**src/rtl/core/ssp_pkg.sv**
```systemverilog
package ssp_pkg;

  // register indexes of the configuration port
  localparam logic CFG_STRIP_WIDTH = 1'b0;
  localparam logic CFG_FIT_MODE    = 1'b1;

  localparam logic [15:0] STRIP_WIDTH_RST = 16'd100;
  localparam logic        FIT_MODE_RST    = 1'b1;

  localparam logic FIT_NEXT  = 1'b0;
  localparam logic FIT_FIRST = 1'b1;

  typedef enum logic [3:0] {
    ST_LOAD,
    ST_RK_RDI,
    ST_RK_CAPI,
    ST_RK_RDJ,
    ST_RK_CMP,
    ST_RK_WR,
    ST_PK_RDO,
    ST_PK_RDR,
    ST_PK_CAP,
    ST_PK_RDS,
    ST_PK_CHK,
    ST_PK_ADD,
    ST_PK_OPEN,
    ST_OT_RDP,
    ST_OT_RDH,
    ST_OT_EMIT
  } ssp_state_t;

  typedef struct packed {
    logic load;
    logic rk_rdi;
    logic rk_capi;
    logic rk_rdj;
    logic rk_cmp;
    logic rk_wr;
    logic pk_rdo;
    logic pk_rdr;
    logic pk_cap;
    logic pk_rds;
    logic pk_chk;
    logic pk_add;
    logic pk_open;
    logic ot_rdp;
    logic ot_rdh;
    logic ot_emit;
  } ssp_cmd_t;

  typedef struct packed {
    logic last_beat;
    logic j_last;
    logic i_last;
    logic no_shelf;
    logic fits;
    logic s_last;
    logic k_last;
    logic out_free;
  } ssp_stat_t;

endpackage

```
**src/rtl/core/ssp_in_if.sv**
```systemverilog
interface ssp_in_if;
  logic        valid;
  logic        ready;
  logic [15:0] rect_width;
  logic [15:0] rect_height;
  logic        last_rect;

  modport source (output valid, output rect_width, output rect_height, output last_rect,
                  input ready);
  modport sink (input valid, input rect_width, input rect_height, input last_rect,
                output ready);
endinterface

```
**src/rtl/core/ssp_out_if.sv**
```systemverilog
interface ssp_out_if;
  logic        valid;
  logic        ready;
  logic [4:0]  shelf_index;
  logic [4:0]  slot_index;
  logic [15:0] shelf_height;
  logic [5:0]  shelf_count;
  logic        overflow;
  logic        last_result;

  modport source (output valid, output shelf_index, output slot_index, output shelf_height,
                  output shelf_count, output overflow, output last_result, input ready);
  modport sink (input valid, input shelf_index, input slot_index, input shelf_height,
                input shelf_count, input overflow, input last_result, output ready);
endinterface

```
**src/rtl/core/ssp_ram.sv**
```systemverilog
module ssp_ram #(
  parameter int WIDTH = 16,
  parameter int DEPTH = 32
) (
  input  logic                     clk,
  input  logic                     we,
  input  logic [$clog2(DEPTH)-1:0] waddr,
  input  logic [WIDTH-1:0]         wdata,
  input  logic [$clog2(DEPTH)-1:0] raddr,
  output logic [WIDTH-1:0]         rdata
);
  logic [WIDTH-1:0] mem [DEPTH];

  always_ff @(posedge clk) begin
    if (we) begin
      mem[waddr] <= wdata;
    end
    rdata <= mem[raddr];
  end
endmodule

```
**src/rtl/core/ssp_ctrl.sv**
```systemverilog
module ssp_ctrl import ssp_pkg::*; (
  input  logic      clk,
  input  logic      rst_n,
  input  ssp_stat_t stat,
  output ssp_cmd_t  cmd
);
  ssp_state_t state_r, state_nxt;

  always_ff @(posedge clk) begin
    if (!rst_n) begin
      state_r <= ST_LOAD;
    end else begin
      state_r <= state_nxt;
    end
  end

  always_comb begin
    state_nxt = state_r;
    unique case (state_r)
      ST_LOAD:    if (stat.last_beat) state_nxt = ST_RK_RDI;
      ST_RK_RDI:  state_nxt = ST_RK_CAPI;
      ST_RK_CAPI: state_nxt = ST_RK_RDJ;
      ST_RK_RDJ:  state_nxt = ST_RK_CMP;
      ST_RK_CMP:  state_nxt = stat.j_last ? ST_RK_WR : ST_RK_RDJ;
      ST_RK_WR:   state_nxt = stat.i_last ? ST_PK_RDO : ST_RK_RDI;
      ST_PK_RDO:  state_nxt = ST_PK_RDR;
      ST_PK_RDR:  state_nxt = ST_PK_CAP;
      ST_PK_CAP:  state_nxt = stat.no_shelf ? ST_PK_OPEN : ST_PK_RDS;
      ST_PK_RDS:  state_nxt = ST_PK_CHK;
      ST_PK_CHK: begin
        if (stat.fits) begin
          state_nxt = ST_PK_ADD;
        end else if (stat.s_last) begin
          state_nxt = ST_PK_OPEN;
        end else begin
          state_nxt = ST_PK_RDS;
        end
      end
      ST_PK_ADD,
      ST_PK_OPEN: state_nxt = stat.k_last ? ST_OT_RDP : ST_PK_RDO;
      ST_OT_RDP:  state_nxt = ST_OT_RDH;
      ST_OT_RDH:  state_nxt = ST_OT_EMIT;
      ST_OT_EMIT: begin
        if (stat.out_free) begin
          state_nxt = stat.k_last ? ST_LOAD : ST_OT_RDP;
        end
      end
      default:    state_nxt = ST_LOAD;
    endcase
  end

  always_comb begin
    cmd = '0;
    unique case (state_r)
      ST_LOAD:    cmd.load    = 1'b1;
      ST_RK_RDI:  cmd.rk_rdi  = 1'b1;
      ST_RK_CAPI: cmd.rk_capi = 1'b1;
      ST_RK_RDJ:  cmd.rk_rdj  = 1'b1;
      ST_RK_CMP:  cmd.rk_cmp  = 1'b1;
      ST_RK_WR:   cmd.rk_wr   = 1'b1;
      ST_PK_RDO:  cmd.pk_rdo  = 1'b1;
      ST_PK_RDR:  cmd.pk_rdr  = 1'b1;
      ST_PK_CAP:  cmd.pk_cap  = 1'b1;
      ST_PK_RDS:  cmd.pk_rds  = 1'b1;
      ST_PK_CHK:  cmd.pk_chk  = 1'b1;
      ST_PK_ADD:  cmd.pk_add  = 1'b1;
      ST_PK_OPEN: cmd.pk_open = 1'b1;
      ST_OT_RDP:  cmd.ot_rdp  = 1'b1;
      ST_OT_RDH:  cmd.ot_rdh  = 1'b1;
      ST_OT_EMIT: cmd.ot_emit = 1'b1;
      default:    cmd = '0;
    endcase
  end
endmodule

```
**src/rtl/core/ssp_dp.sv**
```systemverilog
module ssp_dp import ssp_pkg::*; #(
  parameter int MAX_RECTS = 32,
  parameter int DIM_BITS  = 16
) (
  input  logic         clk,
  input  logic         rst_n,
  ssp_in_if.sink       in_ch,
  ssp_out_if.source    out_ch,
  input  logic         cfg_we,
  input  logic         cfg_index,
  input  logic [15:0]  cfg_wdata,
  input  ssp_cmd_t     cmd,
  output ssp_stat_t    stat
);
  localparam int IDX_W = $clog2(MAX_RECTS);
  localparam int CNT_W = $clog2(MAX_RECTS + 1);
  localparam int UW    = (DIM_BITS > 16) ? DIM_BITS : 16;
  localparam int SUM_W = UW + 1;
  localparam int SHF_W = UW + CNT_W;
  localparam int PLC_W = 2 * IDX_W;

  logic [15:0]         strip_r;
  logic                fit_r;
  logic [CNT_W-1:0]    cnt_r, shelves_r;
  logic                drop_r;
  logic [IDX_W-1:0]    i_r, j_r, rank_r, k_r, s_r, r_r, pshelf_r, pslot_r;
  logic [DIM_BITS-1:0] hi_r, w_r, h_r;
  logic [UW-1:0]       used_r;
  logic [CNT_W-1:0]    fill_r;

  logic                out_valid_r;
  logic [4:0]          o_shelf_r, o_slot_r;
  logic [15:0]         o_height_r;
  logic [5:0]          o_count_r;
  logic                o_ovf_r, o_last_r;

  // ram ports
  logic                accept, store;
  logic [IDX_W-1:0]    hgt_raddr, sh_raddr;
  logic [DIM_BITS-1:0] wid_rdata, hgt_rdata, sh_rdata;
  logic [IDX_W-1:0]    ord_rdata;
  logic [SHF_W-1:0]    shf_rdata, shf_wdata;
  logic                shf_we;
  logic [IDX_W-1:0]    shf_waddr;
  logic [PLC_W-1:0]    plc_rdata, plc_wdata;
  logic                plc_we;
  logic [UW-1:0]       rd_used;
  logic [CNT_W-1:0]    rd_fill;
  logic [SUM_W-1:0]    sum;
  logic                out_free;
  logic                rank_up;

  assign accept = cmd.load && in_ch.valid;
  assign store  = accept && (cnt_r < CNT_W'(MAX_RECTS));
  assign in_ch.ready = cmd.load;

  assign rd_used = shf_rdata[UW-1:0];
  assign rd_fill = shf_rdata[SHF_W-1:UW];
  assign sum     = SUM_W'(rd_used) + SUM_W'(w_r);
  assign out_free = !out_valid_r || out_ch.ready;
  assign rank_up = (hgt_rdata > hi_r) || ((hgt_rdata == hi_r) && (j_r < i_r));

  always_comb begin
    if (cmd.rk_rdi) begin
      hgt_raddr = i_r;
    end else if (cmd.pk_rdr) begin
      hgt_raddr = ord_rdata;
    end else begin
      hgt_raddr = j_r;
    end
  end

  assign sh_raddr = cmd.ot_rdh ? plc_rdata[PLC_W-1:IDX_W] : pshelf_r;

  always_comb begin
    shf_we    = 1'b0;
    shf_waddr = s_r;
    shf_wdata = {fill_r + CNT_W'(1), used_r + UW'(w_r)};
    plc_we    = 1'b0;
    plc_wdata = {s_r, fill_r[IDX_W-1:0]};
    if (cmd.pk_add) begin
      shf_we = 1'b1;
      plc_we = 1'b1;
    end else if (cmd.pk_open) begin
      shf_we    = 1'b1;
      shf_waddr = shelves_r[IDX_W-1:0];
      shf_wdata = {CNT_W'(1), UW'(w_r)};
      plc_we    = 1'b1;
      plc_wdata = {shelves_r[IDX_W-1:0], IDX_W'(0)};
    end
  end

  ssp_ram #(.WIDTH(DIM_BITS), .DEPTH(MAX_RECTS)) u_wid (
    .clk, .we(store), .waddr(cnt_r[IDX_W-1:0]), .wdata(DIM_BITS'(in_ch.rect_width)),
    .raddr(ord_rdata), .rdata(wid_rdata)
  );

  ssp_ram #(.WIDTH(DIM_BITS), .DEPTH(MAX_RECTS)) u_hgt (
    .clk, .we(store), .waddr(cnt_r[IDX_W-1:0]), .wdata(DIM_BITS'(in_ch.rect_height)),
    .raddr(hgt_raddr), .rdata(hgt_rdata)
  );

  ssp_ram #(.WIDTH(IDX_W), .DEPTH(MAX_RECTS)) u_ord (
    .clk, .we(cmd.rk_wr), .waddr(rank_r), .wdata(i_r),
    .raddr(k_r), .rdata(ord_rdata)
  );

  ssp_ram #(.WIDTH(SHF_W), .DEPTH(MAX_RECTS)) u_shf (
    .clk, .we(shf_we), .waddr(shf_waddr), .wdata(shf_wdata),
    .raddr(s_r), .rdata(shf_rdata)
  );

  ssp_ram #(.WIDTH(DIM_BITS), .DEPTH(MAX_RECTS)) u_sh (
    .clk, .we(cmd.pk_open), .waddr(shelves_r[IDX_W-1:0]), .wdata(h_r),
    .raddr(sh_raddr), .rdata(sh_rdata)
  );

  ssp_ram #(.WIDTH(PLC_W), .DEPTH(MAX_RECTS)) u_plc (
    .clk, .we(plc_we), .waddr(r_r), .wdata(plc_wdata),
    .raddr(k_r), .rdata(plc_rdata)
  );

  // configuration
  always_ff @(posedge clk) begin
    if (!rst_n) begin
      strip_r <= STRIP_WIDTH_RST;
      fit_r   <= FIT_MODE_RST;
    end else if (cfg_we) begin
      unique case (cfg_index)
        CFG_STRIP_WIDTH: strip_r <= cfg_wdata;
        CFG_FIT_MODE:    fit_r   <= cfg_wdata[0];
        default:         strip_r <= strip_r;
      endcase
    end
  end

  // control counters
  always_ff @(posedge clk) begin
    if (!rst_n) begin
      cnt_r     <= '0;
      drop_r    <= 1'b0;
      shelves_r <= '0;
      i_r       <= '0;
      k_r       <= '0;
    end else begin
      if (store) begin
        cnt_r <= cnt_r + CNT_W'(1);
      end else if (accept) begin
        drop_r <= 1'b1;
      end
      if (cmd.load) begin
        i_r       <= '0;
        k_r       <= '0;
        shelves_r <= '0;
      end
      if (cmd.rk_wr) begin
        i_r <= i_r + IDX_W'(1);
      end
      if (cmd.pk_open) begin
        shelves_r <= shelves_r + CNT_W'(1);
      end
      if (cmd.pk_add || cmd.pk_open) begin
        k_r <= stat.k_last ? '0 : k_r + IDX_W'(1);
      end
      if (cmd.ot_emit && out_free) begin
        k_r <= k_r + IDX_W'(1);
        if (stat.k_last) begin
          cnt_r  <= '0;
          drop_r <= 1'b0;
        end
      end
    end
  end

  // working registers
  always_ff @(posedge clk) begin
    if (cmd.rk_capi) begin
      hi_r   <= hgt_rdata;
      rank_r <= '0;
      j_r    <= '0;
    end
    if (cmd.rk_cmp) begin
      j_r <= j_r + IDX_W'(1);
      if (rank_up) begin
        rank_r <= rank_r + IDX_W'(1);
      end
    end
    if (cmd.pk_rdr) begin
      r_r <= ord_rdata;
    end
    if (cmd.pk_cap) begin
      w_r <= wid_rdata;
      h_r <= hgt_rdata;
      s_r <= (fit_r == FIT_FIRST) ? '0 : shelves_r[IDX_W-1:0] - IDX_W'(1);
    end
    if (cmd.pk_chk) begin
      used_r <= rd_used;
      fill_r <= rd_fill;
      if (!stat.fits) begin
        s_r <= s_r + IDX_W'(1);
      end
    end
    if (cmd.ot_rdh) begin
      pshelf_r <= plc_rdata[PLC_W-1:IDX_W];
      pslot_r  <= plc_rdata[IDX_W-1:0];
    end
  end

  // output register
  always_ff @(posedge clk) begin
    if (!rst_n) begin
      out_valid_r <= 1'b0;
    end else if (cmd.ot_emit && out_free) begin
      out_valid_r <= 1'b1;
    end else if (out_ch.ready) begin
      out_valid_r <= 1'b0;
    end
  end

  always_ff @(posedge clk) begin
    if (cmd.ot_emit && out_free) begin
      o_shelf_r  <= 5'(pshelf_r);
      o_slot_r   <= 5'(pslot_r);
      o_height_r <= 16'(sh_rdata);
      o_count_r  <= 6'(shelves_r);
      o_ovf_r    <= drop_r;
      o_last_r   <= stat.k_last;
    end
  end

  assign out_ch.valid        = out_valid_r;
  assign out_ch.shelf_index  = o_shelf_r;
  assign out_ch.slot_index   = o_slot_r;
  assign out_ch.shelf_height = o_height_r;
  assign out_ch.shelf_count  = o_count_r;
  assign out_ch.overflow     = o_ovf_r;
  assign out_ch.last_result  = o_last_r;

  assign stat.last_beat = accept && in_ch.last_rect;
  assign stat.j_last    = (CNT_W'(j_r) + CNT_W'(1)) == cnt_r;
  assign stat.i_last    = (CNT_W'(i_r) + CNT_W'(1)) == cnt_r;
  assign stat.k_last    = (CNT_W'(k_r) + CNT_W'(1)) == cnt_r;
  assign stat.no_shelf  = shelves_r == '0;
  assign stat.fits      = sum <= SUM_W'(strip_r);
  assign stat.s_last    = (CNT_W'(s_r) + CNT_W'(1)) == shelves_r;
  assign stat.out_free  = out_free;
endmodule

```
**src/rtl/core/shelf_strip_packer_top.sv**
```systemverilog
// loading accepts one rectangle beat per cycle, n = rectangles held (at most MAX_RECTS)
// ranking: n passes over the height memory, one per held rectangle, through its single read port
// packing: per rectangle, read its order and size, walk the shelves for a fit, then add or open one
// unloading: each result beat is read through the placement and shelf-height memories
// synchronous active-low reset: loader empty, controller idle, no result, register defaults
module shelf_strip_packer_top import ssp_pkg::*; #(
  parameter int MAX_RECTS = 32,
  parameter int DIM_BITS  = 16
) (
  input  logic        clk,
  input  logic        rst_n,
  ssp_in_if.sink      in_ch,
  ssp_out_if.source   out_ch,
  input  logic        cfg_we,
  input  logic        cfg_index,
  input  logic [15:0] cfg_wdata
);
  // command and status between sequencer and datapath
  ssp_cmd_t  cmd;
  ssp_stat_t stat;

  // sequencer: load, rank by height, pack shelves, unload in load order
  ssp_ctrl u_ctrl (
    .clk,
    .rst_n,
    .stat,
    .cmd
  );

  // datapath: stores, counters, fit check and output register
  ssp_dp #(
    .MAX_RECTS(MAX_RECTS),
    .DIM_BITS (DIM_BITS)
  ) u_dp (
    .clk,
    .rst_n,
    .in_ch,
    .out_ch,
    .cfg_we,
    .cfg_index,
    .cfg_wdata,
    .cmd,
    .stat
  );
endmodule

```
**src/flat_wrapper.sv**
```systemverilog
// flat-port wrapper written by rule: the top's interface ports become plain ports
module shelf_strip_packer_top_flat import ssp_pkg::*;
#(
  parameter int MAX_RECTS = 32,
  parameter int DIM_BITS  = 16
)
  (clk, rst_n, cfg_we, cfg_index, cfg_wdata, in_ch_valid, in_ch_rect_width, in_ch_rect_height, in_ch_last_rect, in_ch_ready, out_ch_valid, out_ch_shelf_index, out_ch_slot_index, out_ch_shelf_height, out_ch_shelf_count, out_ch_overflow, out_ch_last_result, out_ch_ready);
  ssp_in_if in_ch_i ();
  ssp_out_if out_ch_i ();
  input  logic clk;
  input  logic rst_n;
  input  logic cfg_we;
  input  logic cfg_index;
  input  logic [15:0] cfg_wdata;
  input wire logic [$bits(in_ch_i.valid)-1:0] in_ch_valid;
  input wire logic [$bits(in_ch_i.rect_width)-1:0] in_ch_rect_width;
  input wire logic [$bits(in_ch_i.rect_height)-1:0] in_ch_rect_height;
  input wire logic [$bits(in_ch_i.last_rect)-1:0] in_ch_last_rect;
  output wire logic [$bits(in_ch_i.ready)-1:0] in_ch_ready;
  output wire logic [$bits(out_ch_i.valid)-1:0] out_ch_valid;
  output wire logic [$bits(out_ch_i.shelf_index)-1:0] out_ch_shelf_index;
  output wire logic [$bits(out_ch_i.slot_index)-1:0] out_ch_slot_index;
  output wire logic [$bits(out_ch_i.shelf_height)-1:0] out_ch_shelf_height;
  output wire logic [$bits(out_ch_i.shelf_count)-1:0] out_ch_shelf_count;
  output wire logic [$bits(out_ch_i.overflow)-1:0] out_ch_overflow;
  output wire logic [$bits(out_ch_i.last_result)-1:0] out_ch_last_result;
  input wire logic [$bits(out_ch_i.ready)-1:0] out_ch_ready;
  assign in_ch_i.valid = in_ch_valid;
  assign in_ch_i.rect_width = in_ch_rect_width;
  assign in_ch_i.rect_height = in_ch_rect_height;
  assign in_ch_i.last_rect = in_ch_last_rect;
  assign in_ch_ready = in_ch_i.ready;
  assign out_ch_valid = out_ch_i.valid;
  assign out_ch_shelf_index = out_ch_i.shelf_index;
  assign out_ch_slot_index = out_ch_i.slot_index;
  assign out_ch_shelf_height = out_ch_i.shelf_height;
  assign out_ch_shelf_count = out_ch_i.shelf_count;
  assign out_ch_overflow = out_ch_i.overflow;
  assign out_ch_last_result = out_ch_i.last_result;
  assign out_ch_i.ready = out_ch_ready;
  shelf_strip_packer_top #(.MAX_RECTS(MAX_RECTS), .DIM_BITS(DIM_BITS)) u_core (.clk(clk), .rst_n(rst_n), .in_ch(in_ch_i), .out_ch(out_ch_i), .cfg_we(cfg_we), .cfg_index(cfg_index), .cfg_wdata(cfg_wdata));
endmodule
```
**config.mk**
```make
export PLATFORM = sky130hd
export DESIGN_NAME = shelf_strip_packer_top_flat
export DESIGN_NICKNAME = d
export VERILOG_FILES = /design/src/rtl/core/ssp_pkg.sv /design/src/rtl/core/ssp_in_if.sv /design/src/rtl/core/ssp_out_if.sv /design/src/rtl/core/ssp_ram.sv /design/src/rtl/core/ssp_ctrl.sv /design/src/rtl/core/ssp_dp.sv /design/src/rtl/core/shelf_strip_packer_top.sv /design/src/flat_wrapper.sv
export SDC_FILE = /design/constraint.sdc
export NUM_CORES = 2
export LEC_CHECK = 0
export BUFFER_PORTS_ARGS = -buffer_cell sky130_fd_sc_hd__buf_2
export CORE_AREA = 2 2 510 512
export DETAILED_ROUTE_END_ITERATION = 16
export DIE_AREA = 0 0 512 514
export SYNTH_ARGS = -nofsm -noshare
export SYNTH_HDL_FRONTEND = slang
export SYNTH_SLANG_ARGS = --single-unit
```
**constraint.sdc**
```tcl
create_clock -name clk -period 5.3 [get_ports clk]
set_clock_uncertainty 0.2 [all_clocks]
set_input_delay 1.06 -clock clk [delete_from_list [all_inputs] [get_ports clk]]
set_output_delay 1.06 -clock clk [all_outputs]
set_load 0.05 [all_outputs]
```
==> impl_metrics.toml <==
[sta]
hold_viol = 0
grt_setup_unrepaired = "false"
period_minus_slack_ns = 4.51
setup_tns_ns = 0
period_share_pct = 85.1
worstMarginPinSlew_ns = 1.36
drv_slew = 0
finalSetupViolCount = 0
relSlewSlack_pct = 9.31
finalHoldWorstSlack_ns = 0.203
clock.fmax_ghz = 0.222

[cts]
cts_tree = "yes"
clk_path_buf_depth = 4
cts_buffers = 322
cts_hold_buf = 0
numClockSinks = 2950
htreeDepth = 5
path_clk_slew_ns = 0.06
post_cts_buffers = 0
ctsResizeCount = 0
cts_root_buf = "clkbuf_16"
clkLatencyLatePin_ns = 0.97

[power]
p_per_area_nw_per_um2 = 375
power_frac_clock_pct = 44.8
p_leak_uw = 0.0421
worst_ir_drop_vdd_mv = 0.375
switching_share_pct = 20.5
internal-power_uw = 39200
combPwrFrac_pct = 3.0
seqPwrFrac_pct = 52.1
power.net_switching_uw = 10100

[yosys]
ys_seq_area_share_pct = 75.6
synth_cell_types = 71
async_flop_share_pct = 0
yosysMostFrequentCell = "edfxtp_1"
synth_top_cells_by_count = "edfxtp_1 (2806), mux4_2 (584), nand2_1 (568), mux2i_1 (320), nor2_1 (271)"
netlist.area_leader.share_pct = 73.1
syn_nets = 6138
synth_top_cells_by_area = "edfxtp_1 (73%), mux4_2 (11%), mux2i_1 (2.8%)"
synth_cells = 5997
synth_ff_type = "edfxtp_1"
synth_edf_count = 2806
ys_ff_latch = 2950
yosysWarnings = 0
syn_area_per_cell_um2 = 19.2
synth_area_um2 = 115000
synth_area_leader_cell = "edfxtp_1"

[worst_setup_path]
reg2reg_slack_ns = 0.79
critical_path.startpoint_type = "flip-flop"
critPathMaxFanout = 12
critPathKind = "flip-flop to flip-flop"
cp-end-kind = "flip-flop"
worstPathArrival_ns = 5.12
required_ns = 5.91

[layout]
area_growth_pct = 14.2
nFillCells = 20400
final_nets = 6466
layout-drive-gt1-share_pct = 23.4

[floorplanning]
die_width_um = 512
num_io_pins = 91
initial_core_util_pct = 44.7
num_rows = 187
dieArea_um2 = 263000
die_y_um = 514
fp.coreArea_um2 = 258000

[global_routing]
grt-ovfl-total = 0
antenna_found_initial = 14
grt_pass1_wl_um = 400000
grt_pass1_vias = 57500
grtUsageTotal_pct = 20.8
grt_max_degree = 82

[min_path]
hp-class = "flip-flop to flip-flop"

[detailed_routing]
vias = 57400
ant_nets = 0
drc = 0
first_pass_iters = 6
avgViaCountPerCell = 5.75
wl_um = 275000
drtIter0Drc = 5495
wl_per_cell_um = 27.6

[place]
dpl.hpwl_um = 161000
port_buffers = 90
routabilityCongestion = 0.837

[run]
drv_cap = 0

[run_status]
status = "complete, no violations"
[per-layer routing]
metal,track usage (%),wire [µm],vias up
li1,-,-,24800
met4,6.14,7760,12
met3,3.58,18100,437
met5,0,69,-
met1,28.9,116000,30200
met2,33.7,134000,2025
[power by group through the flow]
stage	Combinational [µW]	Sequential [µW]	Clock [µW]
floorplan	925	26000	0
global placement	1480	26200	0
detailed placement	1500	26200	0
CTS	1510	25700	22500
global route	1640	25700	23400
finish	1500	25700	22100
[cell families (layout without fill, tap and decap cells)]
group                      count (synthesis)  count (layout)  share of synthesized area (%)
AOI/OAI and AO/OA                        359             359                           2.16
adders and majority gates                 86              86                          0.946
other                                      0               9                              0
and+or+nand+nor                         1199            1199                           4.58
buffers and inverters                    380             953                           1.52
xor gates and xnor gates                  62              62                          0.471
muxes                                    961             961                           14.7
DFF                                     2950            2950                           75.6
[per-stage QoR]
step / instance area, µm² / instances / power (µW) / worst slack, ns / utilization [%]
after global placement: 121000 / 9402 / 27700 / 0.726 / 47.0
after CTS: 132000 / 9971 / 49800 / 0.806 / 51.0
after global routing: 132000 / 9978 / 50800 / 0.487 / 51.0
final: 132000 / 9981 / 49300 / 0.792 / 51.0
after detailed placement: 121000 / 9402 / 27700 / 0.761 / 47.0
after floorplan: 115000 / 5997 / 26900 / 0.135 / -
[critical path, cell delays in order (launching register included)]
cell      delay (ns)
edfxtp_1        0.43
ha_1            0.38
o21a_1          0.17
a21oi_1         0.09
o21ai_0         0.28
a21oi_1         0.16
a311oi_1        0.41
xor2_1          0.13
ha_1            0.32
nand4_1         0.11
nor3_1          0.28
a21oi_1         0.11
a221o_1         0.43
o21ai_1         0.15
buf_4           0.21
mux2_2          0.35
o221a_2         0.23
[cell type report]
cell class              count  area [µm²]  share of cell area [%]
clock inverters           163        1730                    1.32
repair buffers            309        2540                    1.93
well taps                3402        4260                    3.23
multi-input cells        2667       26900                    20.5
diodes                      9        22.5                  0.0171
clock buffers             406        8710                    6.61
inverters                  75         282                   0.214
flip-flops and latches   2950       87200                    66.2
[cell usage in the layout (no fill, tap or decap), types with 62 or more instances in the layout]
cell | netlist | layout
edfxtp_1 | 2806 | 2806
mux4_2 | 584 | 584
nand2_1 | 568 | 568
clkbuf_16 | 0 | 332
mux2i_1 | 320 | 319
nor2_1 | 271 | 197
buf_4 | 8 | 183
nand3_1 | 154 | 153
dfxtp_1 | 144 | 133
buf_2 | 77 | 90
ha_1 | 84 | 84
and3_1 | 75 | 75
inv_1 | 74 | 71
clkinv_1 | 0 | 65
a31oi_1 | 65 | 65
clkbuf_1 | 157 | 62
[registers in the layout (all words and copies together), names as in the netlist, 6 cells and up]
signal and cells:
u_core.u_dp.strip_r 16, u_core.u_dp.u_sh.rdata 16, u_core.u_dp.out_ch.shelf_count 6, u_core.u_dp.u_shf.rdata 21, u_core.u_dp.cnt_r 6, u_core.u_dp.w_r 16
u_core.u_dp.u_sh.mem 512, u_core.u_dp.u_wid.mem 512, u_core.u_dp.u_shf.mem 672, u_core.u_dp.u_hgt.mem 512, u_core.u_dp.u_wid.rdata 16, u_core.u_dp.u_ord.mem 160
u_core.u_dp.u_plc.rdata 10, u_core.u_dp.u_plc.mem 320, u_core.u_dp.used_r 16, u_core.u_dp.out_ch.shelf_height 16, u_core.u_dp.h_r 16, u_core.u_dp.hi_r 16
u_core.u_dp.u_hgt.rdata 16, u_core.u_dp.shelves_r 6
[path summary, 6_finish.rpt]
check / from / end / cells past startpoint
max reg2reg: u_core.u_dp.w_r[3] / u_core.u_dp.s_r[3] / 16
min reg2reg: u_core.u_dp.u_sh.rdata[10] / u_core.u_dp.out_ch.shelf_height[10] / 0
max: u_core.u_dp.w_r[3] / u_core.u_dp.s_r[3] / 16
min: u_core.u_dp.u_sh.rdata[10] / u_core.u_dp.out_ch.shelf_height[10] / 0
Power figures use the tool's default switching activity.
